### config.mk
export PLATFORM = sky130hd
export DESIGN_NAME = lfc_sequencer
export DESIGN_NICKNAME = d
export VERILOG_FILES = /design/src/rtl/lfc_pkg.sv /design/src/rtl/lfc_sequencer.sv
export SDC_FILE = /design/constraint.sdc
export NUM_CORES = 1
export LEC_CHECK = 0
export BUFFER_PORTS_ARGS = -buffer_cell sky130_fd_sc_hd__buf_2
export CORE_UTILIZATION = 30
export CTS_BUF_LIST = sky130_fd_sc_hd__clkbuf_4
export DETAILED_ROUTE_END_ITERATION = 16
export PLACE_DENSITY = 0.5
export SYNTH_ARGS = -nofsm -noshare
export SYNTH_HDL_FRONTEND = slang
export SYNTH_SLANG_ARGS = --single-unit
### constraint.sdc
create_clock -name aclk -period 3.4 [get_ports aclk]
set_input_delay 0.34 -clock aclk [delete_from_list [all_inputs] [get_ports aclk]]
set_output_delay 0.34 -clock aclk [all_outputs]
set_load 0.01 [all_outputs]
### src/rtl/lfc_pkg.sv
package lfc_pkg;

    localparam int unsigned PC_W       = 5;
    localparam int unsigned CFG_IDX_W  = 3;
    localparam int unsigned CFG_DATA_W = 32;

    typedef struct packed {
        logic              operation;
        logic signed [31:0] pos_x;
        logic signed [31:0] pos_y;
        logic signed [15:0] quat_z;
        logic signed [15:0] quat_w;
    } lfc_in_t;

    typedef struct packed {
        logic signed [31:0] linear_velocity;
        logic signed [31:0] angular_velocity;
    } lfc_out_t;

    typedef enum logic [CFG_IDX_W-1:0] {
        REG_GAIN_FORWARD    = 3'd0,
        REG_GAIN_TURN       = 3'd1,
        REG_LINEAR_LIMIT    = 3'd2,
        REG_ANGULAR_LIMIT   = 3'd3,
        REG_FOLLOW_DISTANCE = 3'd4,
        REG_START_OFFSET_X  = 3'd5,
        REG_START_OFFSET_Y  = 3'd6
    } lfc_reg_idx_t;

    typedef struct packed {
        logic [15:0]        gain_forward;
        logic [15:0]        gain_turn;
        logic [30:0]        linear_limit;
        logic [30:0]        angular_limit;
        logic signed [31:0] follow_distance;
        logic signed [31:0] start_offset_x;
        logic signed [31:0] start_offset_y;
    } lfc_cfg_t;

    typedef enum logic [4:0] {
        OP_NOP      = 5'd0,
        OP_CAPTURE  = 5'd1,
        OP_OFFSET   = 5'd2,
        OP_ERROR    = 5'd3,
        OP_QUAD     = 5'd4,
        OP_TRIG     = 5'd5,
        OP_MUL_CX   = 5'd6,
        OP_MUL_SY   = 5'd7,
        OP_SUM_X    = 5'd8,
        OP_MUL_CY   = 5'd9,
        OP_MUL_SX   = 5'd10,
        OP_DIFF_Y   = 5'd11,
        OP_DIV_INIT = 5'd12,
        OP_DIV_STEP = 5'd13,
        OP_DIV_DONE = 5'd14,
        OP_COPY     = 5'd15,
        OP_GAIN_MUL = 5'd16,
        OP_GAIN_RND = 5'd17,
        OP_CLAMP    = 5'd18,
        OP_LEADER   = 5'd19
    } lfc_op_t;

    typedef enum logic [3:0] {
        COND_NEXT         = 4'd0,
        COND_WAIT_IN      = 4'd1,
        COND_IF_LEADER    = 4'd2,
        COND_IF_NO_LEADER = 4'd3,
        COND_IF_R2_ZERO   = 4'd4,
        COND_LOOP         = 4'd5,
        COND_WAIT_OUT     = 4'd6,
        COND_JUMP         = 4'd7
    } lfc_cond_t;

    typedef struct packed {
        lfc_op_t          op;
        lfc_cond_t        cond;
        logic [PC_W-1:0]  target;
    } lfc_uword_t;

    typedef struct packed {
        logic in_valid;
        logic out_busy;
        logic is_leader;
        logic leader_seen;
        logic r2_zero;
        logic count_zero;
    } lfc_status_t;

    localparam logic [PC_W-1:0] S_WAIT     = 5'd0;
    localparam logic [PC_W-1:0] S_OFFSET   = 5'd1;
    localparam logic [PC_W-1:0] S_ERROR    = 5'd2;
    localparam logic [PC_W-1:0] S_QUAD     = 5'd3;
    localparam logic [PC_W-1:0] S_TRIG     = 5'd4;
    localparam logic [PC_W-1:0] S_MUL_CX   = 5'd5;
    localparam logic [PC_W-1:0] S_MUL_SY   = 5'd6;
    localparam logic [PC_W-1:0] S_SUM_X    = 5'd7;
    localparam logic [PC_W-1:0] S_MUL_CY   = 5'd8;
    localparam logic [PC_W-1:0] S_MUL_SX   = 5'd9;
    localparam logic [PC_W-1:0] S_DIFF_Y   = 5'd10;
    localparam logic [PC_W-1:0] S_DIV_INIT = 5'd11;
    localparam logic [PC_W-1:0] S_DIV_STEP = 5'd12;
    localparam logic [PC_W-1:0] S_DIV_DONE = 5'd13;
    localparam logic [PC_W-1:0] S_COPY     = 5'd14;
    localparam logic [PC_W-1:0] S_GAIN_MUL = 5'd15;
    localparam logic [PC_W-1:0] S_GAIN_RND = 5'd16;
    localparam logic [PC_W-1:0] S_CLAMP    = 5'd17;
    localparam logic [PC_W-1:0] S_LEADER   = 5'd18;

    function automatic lfc_uword_t ucode(input logic [PC_W-1:0] pc);
        lfc_uword_t w;
        w = '{op: OP_NOP, cond: COND_JUMP, target: S_WAIT};
        case (pc)
            S_WAIT:     w = '{op: OP_CAPTURE,  cond: COND_WAIT_IN,      target: S_WAIT};
            S_OFFSET:   w = '{op: OP_OFFSET,   cond: COND_IF_LEADER,    target: S_LEADER};
            S_ERROR:    w = '{op: OP_ERROR,    cond: COND_IF_NO_LEADER, target: S_WAIT};
            S_QUAD:     w = '{op: OP_QUAD,     cond: COND_NEXT,         target: S_WAIT};
            S_TRIG:     w = '{op: OP_TRIG,     cond: COND_NEXT,         target: S_WAIT};
            S_MUL_CX:   w = '{op: OP_MUL_CX,   cond: COND_IF_R2_ZERO,   target: S_COPY};
            S_MUL_SY:   w = '{op: OP_MUL_SY,   cond: COND_NEXT,         target: S_WAIT};
            S_SUM_X:    w = '{op: OP_SUM_X,    cond: COND_NEXT,         target: S_WAIT};
            S_MUL_CY:   w = '{op: OP_MUL_CY,   cond: COND_NEXT,         target: S_WAIT};
            S_MUL_SX:   w = '{op: OP_MUL_SX,   cond: COND_NEXT,         target: S_WAIT};
            S_DIFF_Y:   w = '{op: OP_DIFF_Y,   cond: COND_NEXT,         target: S_WAIT};
            S_DIV_INIT: w = '{op: OP_DIV_INIT, cond: COND_NEXT,         target: S_WAIT};
            S_DIV_STEP: w = '{op: OP_DIV_STEP, cond: COND_LOOP,         target: S_WAIT};
            S_DIV_DONE: w = '{op: OP_DIV_DONE, cond: COND_JUMP,         target: S_GAIN_MUL};
            S_COPY:     w = '{op: OP_COPY,     cond: COND_NEXT,         target: S_WAIT};
            S_GAIN_MUL: w = '{op: OP_GAIN_MUL, cond: COND_NEXT,         target: S_WAIT};
            S_GAIN_RND: w = '{op: OP_GAIN_RND, cond: COND_NEXT,         target: S_WAIT};
            S_CLAMP:    w = '{op: OP_CLAMP,    cond: COND_WAIT_OUT,     target: S_WAIT};
            S_LEADER:   w = '{op: OP_LEADER,   cond: COND_JUMP,         target: S_WAIT};
            default:    w = '{op: OP_NOP,      cond: COND_JUMP,         target: S_WAIT};
        endcase
        return w;
    endfunction

endpackage

### src/rtl/lfc_sequencer.sv
module lfc_sequencer (
    input  logic                 aclk,
    input  logic                 aresetn,
    input  lfc_pkg::lfc_status_t status,
    output lfc_pkg::lfc_uword_t  uword
);

    logic [lfc_pkg::PC_W-1:0] pc_reg;
    logic [lfc_pkg::PC_W-1:0] pc_next;
    logic [lfc_pkg::PC_W-1:0] pc_inc;

    assign uword  = lfc_pkg::ucode(pc_reg);
    assign pc_inc = pc_reg + lfc_pkg::PC_W'(1);

    always_comb begin
        case (uword.cond)
            lfc_pkg::COND_NEXT:         pc_next = pc_inc;
            lfc_pkg::COND_WAIT_IN:      pc_next = status.in_valid ? pc_inc : pc_reg;
            lfc_pkg::COND_IF_LEADER:    pc_next = status.is_leader ? uword.target : pc_inc;
            lfc_pkg::COND_IF_NO_LEADER: pc_next = status.leader_seen ? pc_inc : uword.target;
            lfc_pkg::COND_IF_R2_ZERO:   pc_next = status.r2_zero ? uword.target : pc_inc;
            lfc_pkg::COND_LOOP:         pc_next = status.count_zero ? pc_inc : pc_reg;
            lfc_pkg::COND_WAIT_OUT:     pc_next = status.out_busy ? pc_reg : uword.target;
            lfc_pkg::COND_JUMP:         pc_next = uword.target;
            default:                    pc_next = lfc_pkg::S_WAIT;
        endcase
    end

    always_ff @(posedge aclk) begin
        if (!aresetn) begin
            pc_reg <= lfc_pkg::S_WAIT;
        end else begin
            pc_reg <= pc_next;
        end
    end

endmodule

# After elaboration in Yosys (flattened, before gate mapping)
# Memory sizes are Yosys's and may differ from the RTL's. A register that Yosys moved wholly into a read port is not among the register bits.
# Index checks and enable logic that the tools add are counted.
[totals]
wordCells = 24
out_inout_bits = 14
register_bits = 5
inputBits = 8
rom_bits = 416
memories = 1
[classes]
n_mux = 9
eq_ne = 10
n_reduce_logical = 2
addsub = 1
[memory_table]
columns = ["memory", "depth", "word_bits", "rd", "rd_clocked_by_memory_dff", "wr", "line", "text"]
rows = [
  ["(no name shown)", 32, 13, 1, 1, 0, "lfc_pkg.sv:112", "case (pc)"],
]
[op_table]
columns = ["cell", "n"]
rows = [
  ["5-bit two-way mux", 8],
  ["5-bit case mux with 8 select lines", 1],
  ["4-bit by 3-bit == test with 1-bit output, second input constant", 4],
  ["4-bit by 2-bit == test with 1-bit output, second input constant", 2],
  ["2-bit inequality test, second input constant", 3],
  ["5-bit by 1-bit adder with 5-bit output, second input constant", 1],
  ["4-bit by 1-bit == test with 1-bit output, second input constant", 1],
  ["4-bit zero test", 1],
  ["3-bit AND reduction", 1],
]

# Depth between registers and ports, before layout
[logic_depth]
depth_word = 5
depth_mapped = 10
mapped_depth_nobuf = 10

# Least setup slack after synthesis
# Ideal clock, no wire load.
[synth_timing]
kind = "register to register"
from = "register uword[6] (netlist name)"
to = "register uword[6] (netlist name)"
stages_incl_launch_ff = 9
setup_time_ns = 0.126
required_time_ns = 3.274
path_buffers = 1
period_less_slack_ns = 2.206
setup_slack_ns = 1.194
t_arrival_ns = 2.080
path_cell_list = "dfxtp_1 -> or4b_1 -> and3_1 -> buf_6 -> a21oi_1 -> inv_1 -> ha_1 -> nand3_1 -> o211ai_1"
[synth_between]
elab_chain_len = 5
word_cells_on_any_way = 15
classes_between = "10 x eq/ne; 3 x mux; 2 x reduce/logical"
[synth_lines]
columns = ["item", "line", "text"]
rows = [
  ["4-bit by 1-bit == test with 1-bit output / 4-bit by 3-bit == test with 1-bit output (equally long branches)", "lfc_sequencer.sv:16", "case (uword.cond)"],
  ["2-bit inequality test (no line)", "-", ""],
  ["3-bit AND reduction (no line)", "-", ""],
  ["5-bit two-way mux (no line) * (2 in series)", "-", ""],
]
# Every way passes the cells marked *; elsewhere a longest branch is shown, timed or not.
# A chain may end at the register's enable or synchronous reset.

# Worst setup path in the final report
[layout_timing]
from = "register uword[6] (netlist name)"
to = "register uword[0] (netlist name)"
[layout_between]
elab_chain_len = 5
word_cells_on_any_way = 15
classes_between = "10 x eq/ne; 3 x mux; 2 x reduce/logical"
[layout_lines]
columns = ["item", "line"]
rows = [
  ["4-bit by 1-bit == test with 1-bit output / 4-bit by 3-bit == test with 1-bit output (equally long branches)", "lfc_sequencer.sv:16"],
  ["2-bit inequality test (no line)", "-"],
  ["3-bit AND reduction (no line)", "-"],
  ["5-bit two-way mux (no line) * (2 in series)", "-"],
]
# Marked as above.

==> flow_metrics.env <==
export IMPL_die_x_um=59.1
export IMPL_cp_max_fo=9
export IMPL_final_cell_mix="buf_2, dfxtp_1, nand2_1, nor2_1, nand3_1"
export IMPL_worst_pin_slew_ps=531
export IMPL_timing_rr_end="uword[0]"
export IMPL_timing_fmax_mhz=398
export IMPL_dp_hpwl_mm=1.63
export IMPL_cts_tree="done"
export IMPL_avgRoutedWirePerCell_um=12.6
export IMPL_finalHoldViolations=0
export IMPL_die_y_um=59.1
export IMPL_rows=20
export IMPL_postCtsHoldBufs=0
export IMPL_cp_data_required_time_ps=3620
export IMPL_ys_ff_latch=17
export IMPL_viasPerCell=4.92
export IMPL_leakage_nw=0.491
export IMPL_grt_max_degree=10
export IMPL_num_fill_cells=322
export IMPL_syn_area_per_cell_um2=9.41
export IMPL_htree_levels=1
export IMPL_timing_hold_ws_ps=420
export IMPL_final_nets=140
export IMPL_synth_cell_type_count=43
export IMPL_drt_total_wl_mm=2.14
export IMPL_grt_pass1_wl_mm=3.53
export IMPL_diodes=0
export IMPL_worstSetupPathType="register to register"
export IMPL_setup_viol=0
export IMPL_gp_congestion=0.797
export IMPL_clkTransAtPathRegs_ps=100
export IMPL_syn_area_um2=978
export IMPL_clockBufferDepth=2
export IMPL_clock_skew_ps=2.33
export IMPL_final_util=0.372
export IMPL_period_share=0.738
export IMPL_cts_buffers=3
export IMPL_grt_pass1_vias=795
export IMPL_critPathLaunch="uword[6]"
export IMPL_syn_inst=104
export IMPL_worstHoldStart="aresetn"
export IMPL_synth_top_flop_cell="dfxtp_1"
export IMPL_cts_sinks=17
export IMPL_synth_edf_count=0
export IMPL_initial_utilization=0.318
export IMPL_grt_overflow=0
export IMPL_post_cts_buffers=0
export IMPL_area_growth_pct=17.0
export IMPL_num_io_pins=22
export IMPL_holdCritPathClass="input pin to register"
export IMPL_drt_iter0_drc=42
export IMPL_power_density_nw_per_um2=827
export IMPL_async_reset_ff_frac=0
export IMPL_worstSkewPairLatency_ps=300
export IMPL_fin_setup_tns_ps=0
export IMPL_drc=0
export IMPL_crit_end="uword[0]"
export IMPL_synth_warnings=0
export IMPL_r2r_slack_ps=890
export IMPL_cp_end_kind="register"
export IMPL_core_area_um2=3080
export IMPL_final_common_cell="buf_2"
export IMPL_drive_gt1_frac=0.341
export IMPL_drt_pre_antenna_iters=4
export IMPL_rr_worst_depth=8
export IMPL_ant_nets=0
export IMPL_finalMaxSlewViolations=0
export IMPL_crit_path_start_kind="register"
export IMPL_cts_resized=0
export IMPL_io_buffers=20
export IMPL_status="finished, final reports clean"
export IMPL_cts_root_buf="clkbuf_4"
export IMPL_timing_rr_start="uword[6]"
export IMPL_maxCapViolations=0
export IMPL_post_route_min_period_ps=2510
export IMPL_vias=836
export IMPL_antenna_found_initial=0
export IMPL_largest_reg_flops=12
export IMPL_syn_num_nets=117
export IMPL_cp_arrival_ps=2730
export IMPL_grt_total_usage=0.137
export IMPL_slew_headroom=0.646
export IMPL_synth_yosys_seq_area_share=0.348
export IMPL_die_area_um2=3490
export IMPL_rsz0062_at_grt="no"
export IMPL_peakVddDrop_uv=354
[per-stage QoR]
stage	worst slack, ps	std cells	instance area (um2)	total power, mW
after detailed placement	946	166	1110	0.833
after CTS	910	170	1140	0.957
after global placement	1040	166	1110	0.830
after floorplan	1190	104	978	0.704
after global routing	654	170	1140	1.02
final	889	170	1140	0.947
[layout make-up]
cell class	instances	area, um2	share of cell area
Sequential cell	17	340	0.297
Multi-Input combinational cell	77	583	0.509
Clock buffer	4	30.0	0.0262
Timing Repair Buffer	21	108	0.0940
Inverter	7	28.8	0.0251
Tap cell	44	55.1	0.0481
[metal layers]
metal	up-vias	track usage	part of all wire
li1	414	-	-
met1	399	0.175	0.48
met2	19	0.216	0.46
met3	4	0.0415	0.048
met4	0	0.0510	0.015
met5	-	0	0
[Yosys cell counts (2+ instances only)]
master     n  area, um2
nand2_1    7       26.3
o211ai_1   3       22.5
nor2_1     7       26.3
mux2i_1    2       20.0
o21ai_0    3       15.0
ha_1       5       62.6
nor2b_1    4       25.0
nor3_1     2       10.0
inv_1      5       18.8
buf_4      2       15.0
a21oi_2    2       17.5
o21ai_1    3       15.0
o21ai_2    3       26.3
a31oi_4    2       42.5
dfxtp_1   17        340
nand3_1    6       30.0
a21oi_1    5       25.0
[worst min path at each step]
| stage | cells after the start | endpoint |
|---|---|---|
| 2_1_floorplan | 2 | pc_reg[1] |
| 3_3_place_gp | 2 | pc_reg[1] |
| 3_5_place_dp | 2 | pc_reg[1] |
| 4_1_cts | 3 | pc_reg[1] |
| 5_1_grt | 3 | pc_reg[2] |
| 6_report | 3 | pc_reg[2] |
[cells by family after synthesis]
| group | count (synthesis) | synth area share |
|---|---|---|
| flip-flops | 17 | 0.348 |
| XOR/XNOR | 2 | 0.0179 |
| multiplexers | 3 | 0.0320 |
| AO/OA/AOI/OAI | 29 | 0.258 |
| other | 1 | 0.00383 |
| buffers and inverters | 10 | 0.0563 |
| AND/OR/NAND/NOR | 37 | 0.220 |
| adder cells (fa/ha/maj) | 5 | 0.0639 |
[worst max-delay path, stage by stage (launching register included)]
cell,delay [ps]
dfxtp_1,410
or4b_1,550
and3_1,320
o21ai_0,300
a21oi_1,190
inv_1,140
ha_1,210
nand2_1,130
nor3_1,180
[power by group]
part / internal (mW) / leakage [nW] / switching (mW)
Clock: 0.0537 / 0.0184 / 0.0660
Combinational: 0.207 / 0.333 / 0.289
Sequential: 0.269 / 0.140 / 0.0619
Total: 0.530 / 0.491 / 0.417
(Power assumes the default switching activity.)
