$ cat src/rtl/lfc_pkg.sv
package lfc_pkg;

    localparam int unsigned PC_W       = 5;
    localparam int unsigned CFG_IDX_W  = 3;
    localparam int unsigned CFG_DATA_W = 32;

    typedef struct packed {
        logic              operation;
        logic signed [31:0] pos_x;
        logic signed [31:0] pos_y;
        logic signed [15:0] quat_z;
        logic signed [15:0] quat_w;
    } lfc_in_t;

    typedef struct packed {
        logic signed [31:0] linear_velocity;
        logic signed [31:0] angular_velocity;
    } lfc_out_t;

    typedef enum logic [CFG_IDX_W-1:0] {
        REG_GAIN_FORWARD    = 3'd0,
        REG_GAIN_TURN       = 3'd1,
        REG_LINEAR_LIMIT    = 3'd2,
        REG_ANGULAR_LIMIT   = 3'd3,
        REG_FOLLOW_DISTANCE = 3'd4,
        REG_START_OFFSET_X  = 3'd5,
        REG_START_OFFSET_Y  = 3'd6
    } lfc_reg_idx_t;

    typedef struct packed {
        logic [15:0]        gain_forward;
        logic [15:0]        gain_turn;
        logic [30:0]        linear_limit;
        logic [30:0]        angular_limit;
        logic signed [31:0] follow_distance;
        logic signed [31:0] start_offset_x;
        logic signed [31:0] start_offset_y;
    } lfc_cfg_t;

    typedef enum logic [4:0] {
        OP_NOP      = 5'd0,
        OP_CAPTURE  = 5'd1,
        OP_OFFSET   = 5'd2,
        OP_ERROR    = 5'd3,
        OP_QUAD     = 5'd4,
        OP_TRIG     = 5'd5,
        OP_MUL_CX   = 5'd6,
        OP_MUL_SY   = 5'd7,
        OP_SUM_X    = 5'd8,
        OP_MUL_CY   = 5'd9,
        OP_MUL_SX   = 5'd10,
        OP_DIFF_Y   = 5'd11,
        OP_DIV_INIT = 5'd12,
        OP_DIV_STEP = 5'd13,
        OP_DIV_DONE = 5'd14,
        OP_COPY     = 5'd15,
        OP_GAIN_MUL = 5'd16,
        OP_GAIN_RND = 5'd17,
        OP_CLAMP    = 5'd18,
        OP_LEADER   = 5'd19
    } lfc_op_t;

    typedef enum logic [3:0] {
        COND_NEXT         = 4'd0,
        COND_WAIT_IN      = 4'd1,
        COND_IF_LEADER    = 4'd2,
        COND_IF_NO_LEADER = 4'd3,
        COND_IF_R2_ZERO   = 4'd4,
        COND_LOOP         = 4'd5,
        COND_WAIT_OUT     = 4'd6,
        COND_JUMP         = 4'd7
    } lfc_cond_t;

    typedef struct packed {
        lfc_op_t          op;
        lfc_cond_t        cond;
        logic [PC_W-1:0]  target;
    } lfc_uword_t;

    typedef struct packed {
        logic in_valid;
        logic out_busy;
        logic is_leader;
        logic leader_seen;
        logic r2_zero;
        logic count_zero;
    } lfc_status_t;

    localparam logic [PC_W-1:0] S_WAIT     = 5'd0;
    localparam logic [PC_W-1:0] S_OFFSET   = 5'd1;
    localparam logic [PC_W-1:0] S_ERROR    = 5'd2;
    localparam logic [PC_W-1:0] S_QUAD     = 5'd3;
    localparam logic [PC_W-1:0] S_TRIG     = 5'd4;
    localparam logic [PC_W-1:0] S_MUL_CX   = 5'd5;
    localparam logic [PC_W-1:0] S_MUL_SY   = 5'd6;
    localparam logic [PC_W-1:0] S_SUM_X    = 5'd7;
    localparam logic [PC_W-1:0] S_MUL_CY   = 5'd8;
    localparam logic [PC_W-1:0] S_MUL_SX   = 5'd9;
    localparam logic [PC_W-1:0] S_DIFF_Y   = 5'd10;
    localparam logic [PC_W-1:0] S_DIV_INIT = 5'd11;
    localparam logic [PC_W-1:0] S_DIV_STEP = 5'd12;
    localparam logic [PC_W-1:0] S_DIV_DONE = 5'd13;
    localparam logic [PC_W-1:0] S_COPY     = 5'd14;
    localparam logic [PC_W-1:0] S_GAIN_MUL = 5'd15;
    localparam logic [PC_W-1:0] S_GAIN_RND = 5'd16;
    localparam logic [PC_W-1:0] S_CLAMP    = 5'd17;
    localparam logic [PC_W-1:0] S_LEADER   = 5'd18;

    function automatic lfc_uword_t ucode(input logic [PC_W-1:0] pc);
        lfc_uword_t w;
        w = '{op: OP_NOP, cond: COND_JUMP, target: S_WAIT};
        case (pc)
            S_WAIT:     w = '{op: OP_CAPTURE,  cond: COND_WAIT_IN,      target: S_WAIT};
            S_OFFSET:   w = '{op: OP_OFFSET,   cond: COND_IF_LEADER,    target: S_LEADER};
            S_ERROR:    w = '{op: OP_ERROR,    cond: COND_IF_NO_LEADER, target: S_WAIT};
            S_QUAD:     w = '{op: OP_QUAD,     cond: COND_NEXT,         target: S_WAIT};
            S_TRIG:     w = '{op: OP_TRIG,     cond: COND_NEXT,         target: S_WAIT};
            S_MUL_CX:   w = '{op: OP_MUL_CX,   cond: COND_IF_R2_ZERO,   target: S_COPY};
            S_MUL_SY:   w = '{op: OP_MUL_SY,   cond: COND_NEXT,         target: S_WAIT};
            S_SUM_X:    w = '{op: OP_SUM_X,    cond: COND_NEXT,         target: S_WAIT};
            S_MUL_CY:   w = '{op: OP_MUL_CY,   cond: COND_NEXT,         target: S_WAIT};
            S_MUL_SX:   w = '{op: OP_MUL_SX,   cond: COND_NEXT,         target: S_WAIT};
            S_DIFF_Y:   w = '{op: OP_DIFF_Y,   cond: COND_NEXT,         target: S_WAIT};
            S_DIV_INIT: w = '{op: OP_DIV_INIT, cond: COND_NEXT,         target: S_WAIT};
            S_DIV_STEP: w = '{op: OP_DIV_STEP, cond: COND_LOOP,         target: S_WAIT};
            S_DIV_DONE: w = '{op: OP_DIV_DONE, cond: COND_JUMP,         target: S_GAIN_MUL};
            S_COPY:     w = '{op: OP_COPY,     cond: COND_NEXT,         target: S_WAIT};
            S_GAIN_MUL: w = '{op: OP_GAIN_MUL, cond: COND_NEXT,         target: S_WAIT};
            S_GAIN_RND: w = '{op: OP_GAIN_RND, cond: COND_NEXT,         target: S_WAIT};
            S_CLAMP:    w = '{op: OP_CLAMP,    cond: COND_WAIT_OUT,     target: S_WAIT};
            S_LEADER:   w = '{op: OP_LEADER,   cond: COND_JUMP,         target: S_WAIT};
            default:    w = '{op: OP_NOP,      cond: COND_JUMP,         target: S_WAIT};
        endcase
        return w;
    endfunction

endpackage

$ cat src/rtl/lfc_cfg_regs.sv
module lfc_cfg_regs (
    input  logic                           aclk,
    input  logic                           aresetn,
    input  logic                           cfg_valid,
    input  logic                           cfg_ready,
    input  logic [lfc_pkg::CFG_IDX_W-1:0]  cfg_index,
    input  logic [lfc_pkg::CFG_DATA_W-1:0] cfg_data,
    output lfc_pkg::lfc_cfg_t              cfg
);

    lfc_pkg::lfc_cfg_t cfg_reg;

    always_ff @(posedge aclk) begin
        if (!aresetn) begin
            cfg_reg.gain_forward    <= 16'd256;
            cfg_reg.gain_turn       <= 16'd256;
            cfg_reg.linear_limit    <= 31'd26214;
            cfg_reg.angular_limit   <= 31'd65536;
            cfg_reg.follow_distance <= 32'sd19661;
            cfg_reg.start_offset_x  <= -32'sd52429;
            cfg_reg.start_offset_y  <= 32'sd0;
        end else if (cfg_valid && cfg_ready) begin
            case (cfg_index)
                lfc_pkg::REG_GAIN_FORWARD:    cfg_reg.gain_forward    <= cfg_data[15:0];
                lfc_pkg::REG_GAIN_TURN:       cfg_reg.gain_turn       <= cfg_data[15:0];
                lfc_pkg::REG_LINEAR_LIMIT:    cfg_reg.linear_limit    <= cfg_data[30:0];
                lfc_pkg::REG_ANGULAR_LIMIT:   cfg_reg.angular_limit   <= cfg_data[30:0];
                lfc_pkg::REG_FOLLOW_DISTANCE: cfg_reg.follow_distance <= $signed(cfg_data);
                lfc_pkg::REG_START_OFFSET_X:  cfg_reg.start_offset_x  <= $signed(cfg_data);
                lfc_pkg::REG_START_OFFSET_Y:  cfg_reg.start_offset_y  <= $signed(cfg_data);
                default: ;
            endcase
        end
    end

    assign cfg = cfg_reg;

endmodule

$ cat config.mk
export PLATFORM = sky130hd
export DESIGN_NAME = lfc_cfg_regs
export DESIGN_NICKNAME = d
export VERILOG_FILES = /design/src/rtl/lfc_pkg.sv /design/src/rtl/lfc_cfg_regs.sv
export SDC_FILE = /design/constraint.sdc
export NUM_CORES = 1
export LEC_CHECK = 0
export ABC_CLOCK_PERIOD_IN_PS = 1470
export BUFFER_PORTS_ARGS = -buffer_cell sky130_fd_sc_hd__buf_4
export CAP_MARGIN = 10
export CORE_ASPECT_RATIO = 0.6
export CORE_MARGIN = 4
export CORE_UTILIZATION = 45
export DETAILED_ROUTE_END_ITERATION = 12
export PLACE_DENSITY = 0.76
export REMOVE_ABC_BUFFERS = 1
export SYNTH_ARGS = -nofsm -noshare
export SYNTH_HDL_FRONTEND = slang
export SYNTH_SLANG_ARGS = --single-unit
$ cat constraint.sdc
create_clock -name aclk -period 1.47 [get_ports aclk]
set_clock_uncertainty 0.05 [all_clocks]
set_input_delay 0 -clock aclk [delete_from_list [all_inputs] [get_ports aclk]]
set_output_delay 0 -clock aclk [all_outputs]
set_load 0.02 [all_outputs]
# Word level (Yosys, flattened, before mapping)
# Cells that the tools add are included.
dict set report word_totals {
  inputBits 39
  elab_cells 22
  out_inout_bits 190
  regBits 190
}
dict set report classes {
  n_eq_ne 6
  n_reduce_logical 9
}
# op n
set ops {}
lappend ops {{$reduce_and 2->1} 7}
lappend ops {{$eq 3x3->1 const B} 3}
lappend ops {{$eq 3x2->1 const B} 2}
lappend ops {{$eq 3x1->1 const B} 1}
lappend ops {{$logic_not 3->1} 1}
lappend ops {{$logic_and 1x1->1} 1}

# Depth between registers and ports, before layout
# Gate-level depths: netlist (run 1).
dict set report logic_depth {
  ltp_word 2
  mapped_depth 7
  ltp_nobuf 3
}

# Worst setup path before layout (run 1)
# Ideal clock, no wire load.
dict set report synth_timing {
  path_type {input-to-reg}
  startpoint {input cfg_index[0] in the netlist's numbering}
  endpoint {register cfg_reg, in the netlist cfg[142]}
  slack_ns 0.272
  path_buffers 3
  arrival_time_ns 1.076
  path_stages 6
  setup_ns 0.072
  required_ns 1.348
  path_cell_list {buf_2 > nand2b_1 > buf_2 > nor2_4 > buf_6 > mux2i_1}
}
dict set report synth_via {
  elab_chain_cells 2
}
# item line
set synth_rtl {}
lappend synth_rtl {{from (decl)} lfc_cfg_regs.sv:6} ;# input logic [lfc_pkg::CFG_IDX_W-1:0] cfg_index,
lappend synth_rtl {{$eq 3x2->1} lfc_cfg_regs.sv:23} ;# case (cfg_index)
lappend synth_rtl {{$reduce_and 2->1 (no source line)} --}
lappend synth_rtl {{to (decl)} lfc_cfg_regs.sv:11} ;# lfc_pkg::lfc_cfg_t cfg_reg;
# Every way passes these cells.
# A chain may end at the register's enable or synchronous reset.

# Worst setup path after layout (run 1)
dict set report layout_timing {
  startpoint {input cfg_valid}
  endpoint {register cfg_reg, in the netlist cfg[166]}
}
dict set report layout_via {
  elab_chain_cells 2
}
# item line
set layout_rtl {}
lappend layout_rtl {{from (decl)} lfc_cfg_regs.sv:4} ;# input logic cfg_valid,
lappend layout_rtl {{$logic_and 1x1->1} lfc_cfg_regs.sv:22} ;# end else if (cfg_valid && cfg_ready) begin
lappend layout_rtl {{$reduce_and 2->1 (no source line)} --}
# Every way passes these cells.

==> flow_summary.toml, run 1 <==
[die]
row_count = 35
dieHeight_um = 105
start_util = 0.460
die_w_um = 170
io_pins = 229
die_area_um2 = 17900
core_area_um2 = 15400

[grt]
grt.total_usage = 0.225
grt_pass1_wl_mm = 32.3
antenna_found_initial = 0
grt_pass1_vias = 5939
overflow = 0
grt_max_degree = 58

[placed_design]
gp_congestion = 0.783
numPortBuffers = 228
dp_hpwl_mm = 14.3
dpl_cell_area_um2 = 9060

[cells_and_area]
area_growth_pct = 40.9
final_nets = 1000
antenna_cells = 0
final_util = 0.648
multi_input_area_um2 = 2880
layout_common_cells = "buf_4 (251), dfxtp_1 (190), nand2_1 (180)"
seq_area_um2 = 3800
final_area_um2 = 9990
n_fill_cell = 1270
largest_register_ffs = 190
final_common_cell = "buf_4"
drive_above_1_share = 0.306

[clock_network]
cts_setup_buffers = 0
clk_pin_slew_ps = 60
htree_levels = 4
cts_buffer_depth = 2
cts_buffers = 17
clk_latency_ps = 420
cts_tree = "yes"
cts_root_buf = "clkbuf_16"
cts_num_sinks = 190

[drt]
highest_layer = "met4"
vias = 5840
drt_iter0_drc = 394
drt_pass1_iterations = 5
vias_per_cell = 4.97
wl_met1_mm = 9.33
wl_met2_mm = 8.88
wl_per_cell_um = 17.3
drt_wl_total_mm = 20.3
ant_nets = 0
route.detailed.drc = 0
wl_met3_mm = 1.92

[critical_path]
cp-start-kind = "primary input"
critical-path-top-delay-family = "buffers and inverters"
cp.required_ps = 1740
cpMaxStageDelayCell = "dlygate4sd3_1"
reg2reg_depth = 2
path_cells = "buf_4, dlygate4sd3_1, nand3b_4, dlygate4sd3_1, o311ai_1"
cp.arrival_ps = 1690
r2r_slack_ps = 740
cp_common_cell = "dlygate4sd3_1"
r2r_end = "cfg[128]"
critPathCaptureType = "flip-flop"
crit_buf_inv = 3
timing_worst_setup_path_type = "in2reg"
crit_path_max_fanout = 7
r2r_start = "cfg[128]"
max_stage_delay_ps = 610

[synthesis]
syn_inst = 701
yosys_warnings = 0
synth.avg_cell_area_um2 = 10.1
ys.flop_type = "dfxtp_1"
yosysSeqAreaShare = 0.536
synth-edff-count = 0
async_reset_ff_frac = 0
syn_area_um2 = 7090
synth_seq_cells = 190
synth_cell_types = 24

[run]
maxCapViolations = 0

[power]
power_mw = 10.5
leakagePower_nw = 4.46
power_density_nw_per_um2 = 1050
vdd_drop_max_mv = 0.669

[timing]
max_slew_margin = 0.679
hold_violations = 0
slew_viol_final = 0
post-route-period-util = 0.970
grt_setup_unrepaired = "no"
worst_pin_slew_ps = 479
setup-tns-final_ps = 0
setup_violations = 0
fmax_mhz = 702
fin_crit_ps = 1430

[hold_path]
holdCritPathClass = "in2reg"
hold_start = "cfg_ready"
hold_path_end = "cfg[166]"
min_path_cells = 4

[run_status]
status = "finished clean"
## routing by layer
layer  global-route usage  vias to the layer above
met5                    0                        -
met4               0.0507                        0
met3               0.0802                       17
met2                0.348                      197
met1                0.304                     2764
li1                     -                     2862
## how the worst max path moves through the flow
stage,start,to,slack (ps),cells past startpoint
2_1_floorplan,cfg_index[2],cfg[100],-1030,3
5_1_grt,cfg_valid,cfg[166],6,5
6_report,cfg_valid,cfg[166],40,5
3_5_place_dp,cfg_valid,cfg[35],160,6
3_3_place_gp,cfg_valid,cfg[43],200,6
4_1_cts,cfg_valid,cfg[166],7,5
## synth_stat cells (all sizes together) (2+ instances only)
| library cell | number | area share |
|---|---|---|
| nand2 | 180 | 0.095 |
| dfxtp | 190 | 0.54 |
| clkbuf | 30 | 0.016 |
| o31ai | 4 | 0.0042 |
| inv | 27 | 0.014 |
| nor2 | 4 | 0.0046 |
| o311ai | 6 | 0.0074 |
| o21ai | 30 | 0.021 |
| o211ai | 28 | 0.030 |
| nand2b | 2 | 0.0028 |
| or3 | 2 | 0.0018 |
| nor2b | 14 | 0.012 |
| mux2i | 156 | 0.22 |
| buf | 24 | 0.028 |
## area by class of cell
type	instances	share of cell area
sequential	190	0.381
multi-input combinational	430	0.289
timing repair buffer	295	0.239
clock buffer	18	0.0440
tap	203	0.0254
clock inverter	13	0.0124
inverter	27	0.0101
## per-stage QoR
| stage | cells | hold WS, ps | worst slack [ps] |
|---|---|---|---|
| after floorplan | 647 | 38.9 | -1030 |
| after global placement | 1108 | 227 | 204 |
| after detailed placement | 1108 | 237 | 158 |
| after CTS | 1176 | 12.0 | 6.85 |
| after global routing | 1176 | 42.5 | 6.39 |
| final | 1176 | 20.2 | 44.8 |
## where the power goes
| part | internal [mW] | total, mW | leakage [nW] | switching (mW) |
|---|---|---|---|---|
| sequential | 5.22 | 5.26 | 1.54 | 0.0446 |
| combinational | 0.366 | 0.851 | 2.65 | 0.485 |
| clock | 2.28 | 4.42 | 0.276 | 2.14 |
## cells by family (layout without fill, tap and decap cells)
family / after synthesis / after routing / synth area share
simple gates: 206 / 206 / 0.123
flops: 190 / 190 / 0.536
mux: 156 / 156 / 0.220
buf+inv: 81 / 353 / 0.0584
compound gates: 68 / 68 / 0.0625
## worst min-delay path, cell delays in order
cell	delay, ps
buf_4	130
nand3b_4	130
o21ai_0	100
o311ai_1	80
## repair_timing
item / CTS / global route
hold endpoints to repair: 185 / 0
hold buffers: 37 / 0
gates resized for setup: 0 / 1
endpoints found under the setup margin: 0 / 1
(Power assumes the default switching activity.)
==> inputs of run 2 (changes only) <==
--- a/config.mk
+++ b/config.mk
@@ -12,6 +12,7 @@
 export CORE_MARGIN = 4
 export CORE_UTILIZATION = 45
 export DETAILED_ROUTE_END_ITERATION = 12
+export GPL_TIMING_DRIVEN = 0
 export PLACE_DENSITY = 0.76
 export REMOVE_ABC_BUFFERS = 1
 export SYNTH_ARGS = -nofsm -noshare
==> run 2 against run 1 <==
The run now ends with negative hold slack left. Count of clock-buffer cells in the layout did not move. Global-route usage rose by 0.35 points. Die area did not move. Highest routed layer unchanged. Critical path type unchanged. Worst setup slack improved by 66 ps. Critical path depth fell by 1. Register-to-register slack got worse by 20 ps. Clock power fell by 2%. Cell count fell by 2.0%.
==> flow_summary.toml, run 2 (synthesis gave the netlist of run 1 again) <==
[drt]
ant_nets = 0
drt_pass1_iterations = 4
route.detailed.drc = 0
drt_iter0_drc = 399
vias = 5752
vias_per_cell = 4.99
drt_wl_total_mm = 20.7
wl_per_cell_um = 17.9

[die]
die_w_um = 170
core_area_um2 = 15400
io_pins = 229
start_util = 0.460
dieHeight_um = 105
row_count = 35
die_area_um2 = 17900

[grt]
grt_max_degree = 122
use_met3 = 0.0825
grt_pass1_vias = 5913
use_met2 = 0.351
grt.total_usage = 0.228
grt_pass1_wl_mm = 32.7
grt_use_met1 = 0.309
antenna_found_initial = 0
grt-busiest-layer = "met2"
overflow = 0

[timing]
fin_crit_ps = 1360
hold_slack_ps = -12.4
grt_setup_unrepaired = "no"
max_slew_margin = 0.241
worst_pin_slew_ps = 1140
fmax_mhz = 736
post-route-period-util = 0.925
hold_violations = 5
worst_slack_ps = 110
setup_violations = 0
slew_viol_final = 0

[run]
maxCapViolations = 0

[critical_path]
cp-start-kind = "primary input"
cp.arrival_ps = 1630
timing_worst_setup_path_type = "in2reg"
crit_path_max_fanout = 17
critPathCaptureType = "flip-flop"
crit_buf_inv = 1
max_stage_delay_ps = 850
cp-startpoint = "cfg_index[2]"
path_cells = "buf_4, nand3b_4, or3_1, mux2i_1"
cp.required_ps = 1740
critical-path-top-delay-family = "simple AND/OR/NAND/NOR gates"
cpMaxStageDelayCell = "or3_1"
r2r_start = "cfg[37]"

[power]
leakagePower_nw = 4.35
vdd_drop_max_mv = 0.592
power_density_nw_per_um2 = 1060

[cells_and_area]
layout_common_cells = "buf_4 (227), dfxtp_1 (190), nand2_1 (180)"
n_fill_cell = 1284
multi_input_area_um2 = 2910
largest_register_ffs = 190
antenna_cells = 0
area_growth_pct = 38.5
final_nets = 976
final_common_cell = "buf_4"
drive_above_1_share = 0.288
seq_area_um2 = 3800

[clock_network]
cts_num_sinks = 190
clk_latency_ps = 420
clk_pin_slew_ps = 80
cts_buffer_depth = 2
cts_root_buf = "clkbuf_16"
cts_buffers = 17
htree_levels = 4
cts_tree = "yes"

[placed_design]
gp_congestion = 0.753
dp_hpwl_mm = 13.4
numPortBuffers = 228
post-place-ws_ps = -765

[hold_path]
hold_start = "aresetn"
holdCritPathClass = "in2reg"

[run_status]
violations = "negative hold slack"
status = "finished with violations"
-- run 2: changes by cell type in the layout (fill, tap and decap cells not counted), sizes merged --
| cell | before | now |
|---|---|---|
| buf | 258 | 233 |
| nor2 | 4 | 5 |
| clkinv | 5 | 4 |
| inv | 34 | 36 |
| clkinvlp | 1 | 0 |
-- run 2: worst register-to-register path, stage by stage (launching register included) --
cell and delay (ps):
dfxtp_1 320, o21ai_0 100, o211ai_1 130
-- run 2: cell type report --
cell class | instances | share of cell area
flip-flops and latches | 190 | 0.387
multi-input cells | 431 | 0.296
repair buffers | 270 | 0.224
clock buffers | 18 | 0.0437
well taps | 203 | 0.0259
clock inverters | 13 | 0.0122
inverters | 27 | 0.0103
-- run 2: routing by layer --
layer	up-vias	part of all wire
li1	2814	-
met1	2720	0.46
met2	199	0.43
met3	19	0.094
met4	0	0.0097
met5	-	0
-- run 2: final timing paths --
path              cells past startpoint        to  slack, ps
hold / removal                        3  cfg[115]        -10
hold reg to reg                       2   cfg[17]        410
setup / recovery                      4  cfg[176]        110
setup reg to reg                      2   cfg[37]        720
-- run 2: timing repair --
action	4_1_cts	5_1_grt
pin swaps	1	0
hold endpoints to repair	184	0
gates cloned	1	0
setup buffers	1	0
gates resized for setup	3	1
hold buffers	37	0
endpoints found under the setup margin	121	15
-- run 2: power by group --
part	total, mW	internal (mW)	switching (mW)	leakage, nW
combinational	0.827	0.340	0.487	2.54
clock	4.34	2.24	2.10	0.274
sequential	5.26	5.22	0.0408	1.54
-- run 2: stage by stage --
stage / area, um^2 / std cells / utilization / TNS, ps / power (mW)
final: 9820 / 1152 / 0.637 / 0 / 10.4
after global routing: 9820 / 1152 / 0.637 / 0 / 10.8
after CTS: 9820 / 1152 / 0.637 / 0 / 10.5
after detailed placement: 8860 / 1082 / 0.575 / -84840 / 6.11
after global placement: 8740 / 1078 / 0.567 / -232770 / 6.09
after floorplan: 6780 / 647 / - / -36600 / 5.69
==> inputs of run 3 (changes only) <==
--- a/config.mk
+++ b/config.mk
@@ -10,10 +10,10 @@
 export CAP_MARGIN = 10
 export CORE_ASPECT_RATIO = 0.6
 export CORE_MARGIN = 4
-export CORE_UTILIZATION = 45
+export CORE_UTILIZATION = 35
 export DETAILED_ROUTE_END_ITERATION = 12
 export GPL_TIMING_DRIVEN = 0
-export PLACE_DENSITY = 0.76
+export PLACE_DENSITY = 0.63
 export REMOVE_ABC_BUFFERS = 1
 export SYNTH_ARGS = -nofsm -noshare
 export SYNTH_HDL_FRONTEND = slang
==> run 3 against run 2 <==
The run still ends with negative hold slack left. Count of clock-buffer cells in the layout rose by 7. Hold slack improved by 3.0 ps. Clock power rose by 2%. Critical path depth did not move. Critical path type unchanged. Highest routed layer unchanged.
==> flow_summary.toml, run 3 (synthesis gave the netlist of run 1 again) <==
[hold_path]
hold_path_end = "cfg[156]"
min_path_cells = 3
holdCritPathClass = "in2reg"
hold_start = "aresetn"

[power]
vdd_drop_max_mv = 0.786
power_density_nw_per_um2 = 1060
leakagePower_nw = 4.36

[die]
row_count = 40
io_pins = 229
start_util = 0.355
die_w_um = 192
core_area_um2 = 20000
die_area_um2 = 22700
dieHeight_um = 118

[cells_and_area]
final_common_cell = "buf_4"
antenna_cells = 0
final_nets = 977
finalNonFillerCells = 1221
final_util = 0.497
largest_register_ffs = 190
area_growth_pct = 40.1
drive_above_1_share = 0.285
layout_common_cells = "buf_4 (227), dfxtp_1 (190), nand2_1 (180)"

[critical_path]
r2r_start = "cfg[132]"
r2r_slack_ps = 700
critPathCaptureType = "flip-flop"
cp.required_ps = 1680
cp-start-kind = "primary input"
r2r_end = "cfg[132]"
cp.arrival_ps = 1520
reg2reg_depth = 2
timing_worst_setup_path_type = "in2reg"
crit_path_max_fanout = 16

[placed_design]
gp_congestion = 0.748
dp.cells = 1155
numPortBuffers = 228
dp_hpwl_mm = 14.2

[drt]
vias = 5730
ant_nets = 0
wl_per_cell_um = 17.6
drt_iter0_drc = 345
drt_wl_total_mm = 21.4
vias_per_cell = 4.69
drt_pass1_iterations = 4
route.detailed.drc = 0

[run_status]
status = "finished with violations"
violations = "negative hold slack"

[timing]
post-route-period-util = 0.888
grt_setup_unrepaired = "no"
hold_violations = 2
setup_violations = 0
slew_viol_final = 0
max_slew_margin = 0.248
setup-tns-final_ps = 0
worst_pin_slew_ps = 1130
hold_slack_ps = -9.44
fin_crit_ps = 1310
fmax_mhz = 766

[grt]
grt.total_usage = 0.183
grt_pass1_vias = 5486
overflow = 0
antenna_found_initial = 0
grt_max_degree = 118
grt_pass1_wl_mm = 32.3

[clock_network]
clk_pin_slew_ps = 60
cts_buffer_depth = 2
cts_num_sinks = 190
cts_tree = "yes"
cts_root_buf = "clkbuf_16"
htree_levels = 4
cts_buffers = 17
clk_latency_ps = 420

[run]
maxCapViolations = 0
## run 3: changes by cell type in the layout (fill, tap and decap cells not counted), moves of 2 or more
| cell | delta |
|---|---|
| clkinv_4 | -2 |
| inv_6 | -4 |
| clkbuf_1 | +3 |
| clkbuf_8 | +4 |
| inv_8 | -4 |
| nor2_4 | -2 |
| buf_12 | +3 |
## run 3: power breakdown
part	internal (mW)	total (mW)	switching (mW)
logic	0.340	0.826	0.486
clock network	2.50	4.41	1.91
registers	5.22	5.26	0.0404
## run 3: worst max-delay path by stage
stage / startpoint / end / slack, ps / depth (start not counted)
global route: cfg_index[2] / cfg[182] / 90 / 4
CTS: cfg_index[2] / cfg[177] / 150 / 4
global placement: cfg_index[2] / cfg[114] / -2870 / 4
floorplan: cfg_index[2] / cfg[100] / -1030 / 3
detailed placement: cfg_valid / cfg[88] / -920 / 5
finish: cfg_index[2] / cfg[177] / 160 / 4
## run 3: final cells by class
class	count	area, um^2
clock buffer	25	495
clock inverter	4	55.1
fill	1842	10000
inverter	27	101
multi-input combinational	430	2890
sequential	190	3800
tap	273	342
timing repair buffer	272	2240
## run 3: stage by stage
step | setup slack [ps] | area [um^2] | power (mW)
final | 165 | 9930 | 10.5
after CTS | 150 | 9930 | 10.6
after detailed placement | -923 | 8990 | 6.12
after global placement | -2870 | 8830 | 6.10
after global routing | 89.4 | 9930 | 10.9
after floorplan | -1030 | 6780 | 5.69
## run 3: routing by layer
| layer | global-route usage | up-vias | part of all wire |
|---|---|---|---|
| li1 | - | 2820 | - |
| met5 | 0 | - | 0 |
| met2 | 0.265 | 187 | 0.42 |
| met4 | 0.0390 | 0 | 0.0046 |
| met3 | 0.0747 | 8 | 0.10 |
| met1 | 0.256 | 2715 | 0.47 |
## run 3: critical path, stage by stage
cell,delay [ps]
buf_4,130
nand3b_4,290
or3_1,840
mux2i_1,250
## run 3: repair_timing
action | 4_1_cts | 5_1_grt
resized for setup | 2 | 0
hold buffers | 36 | 0
setup endpoints to repair | 82 | 0
buffers inserted | 1 | 0
hold endpoints to repair | 190 | 0
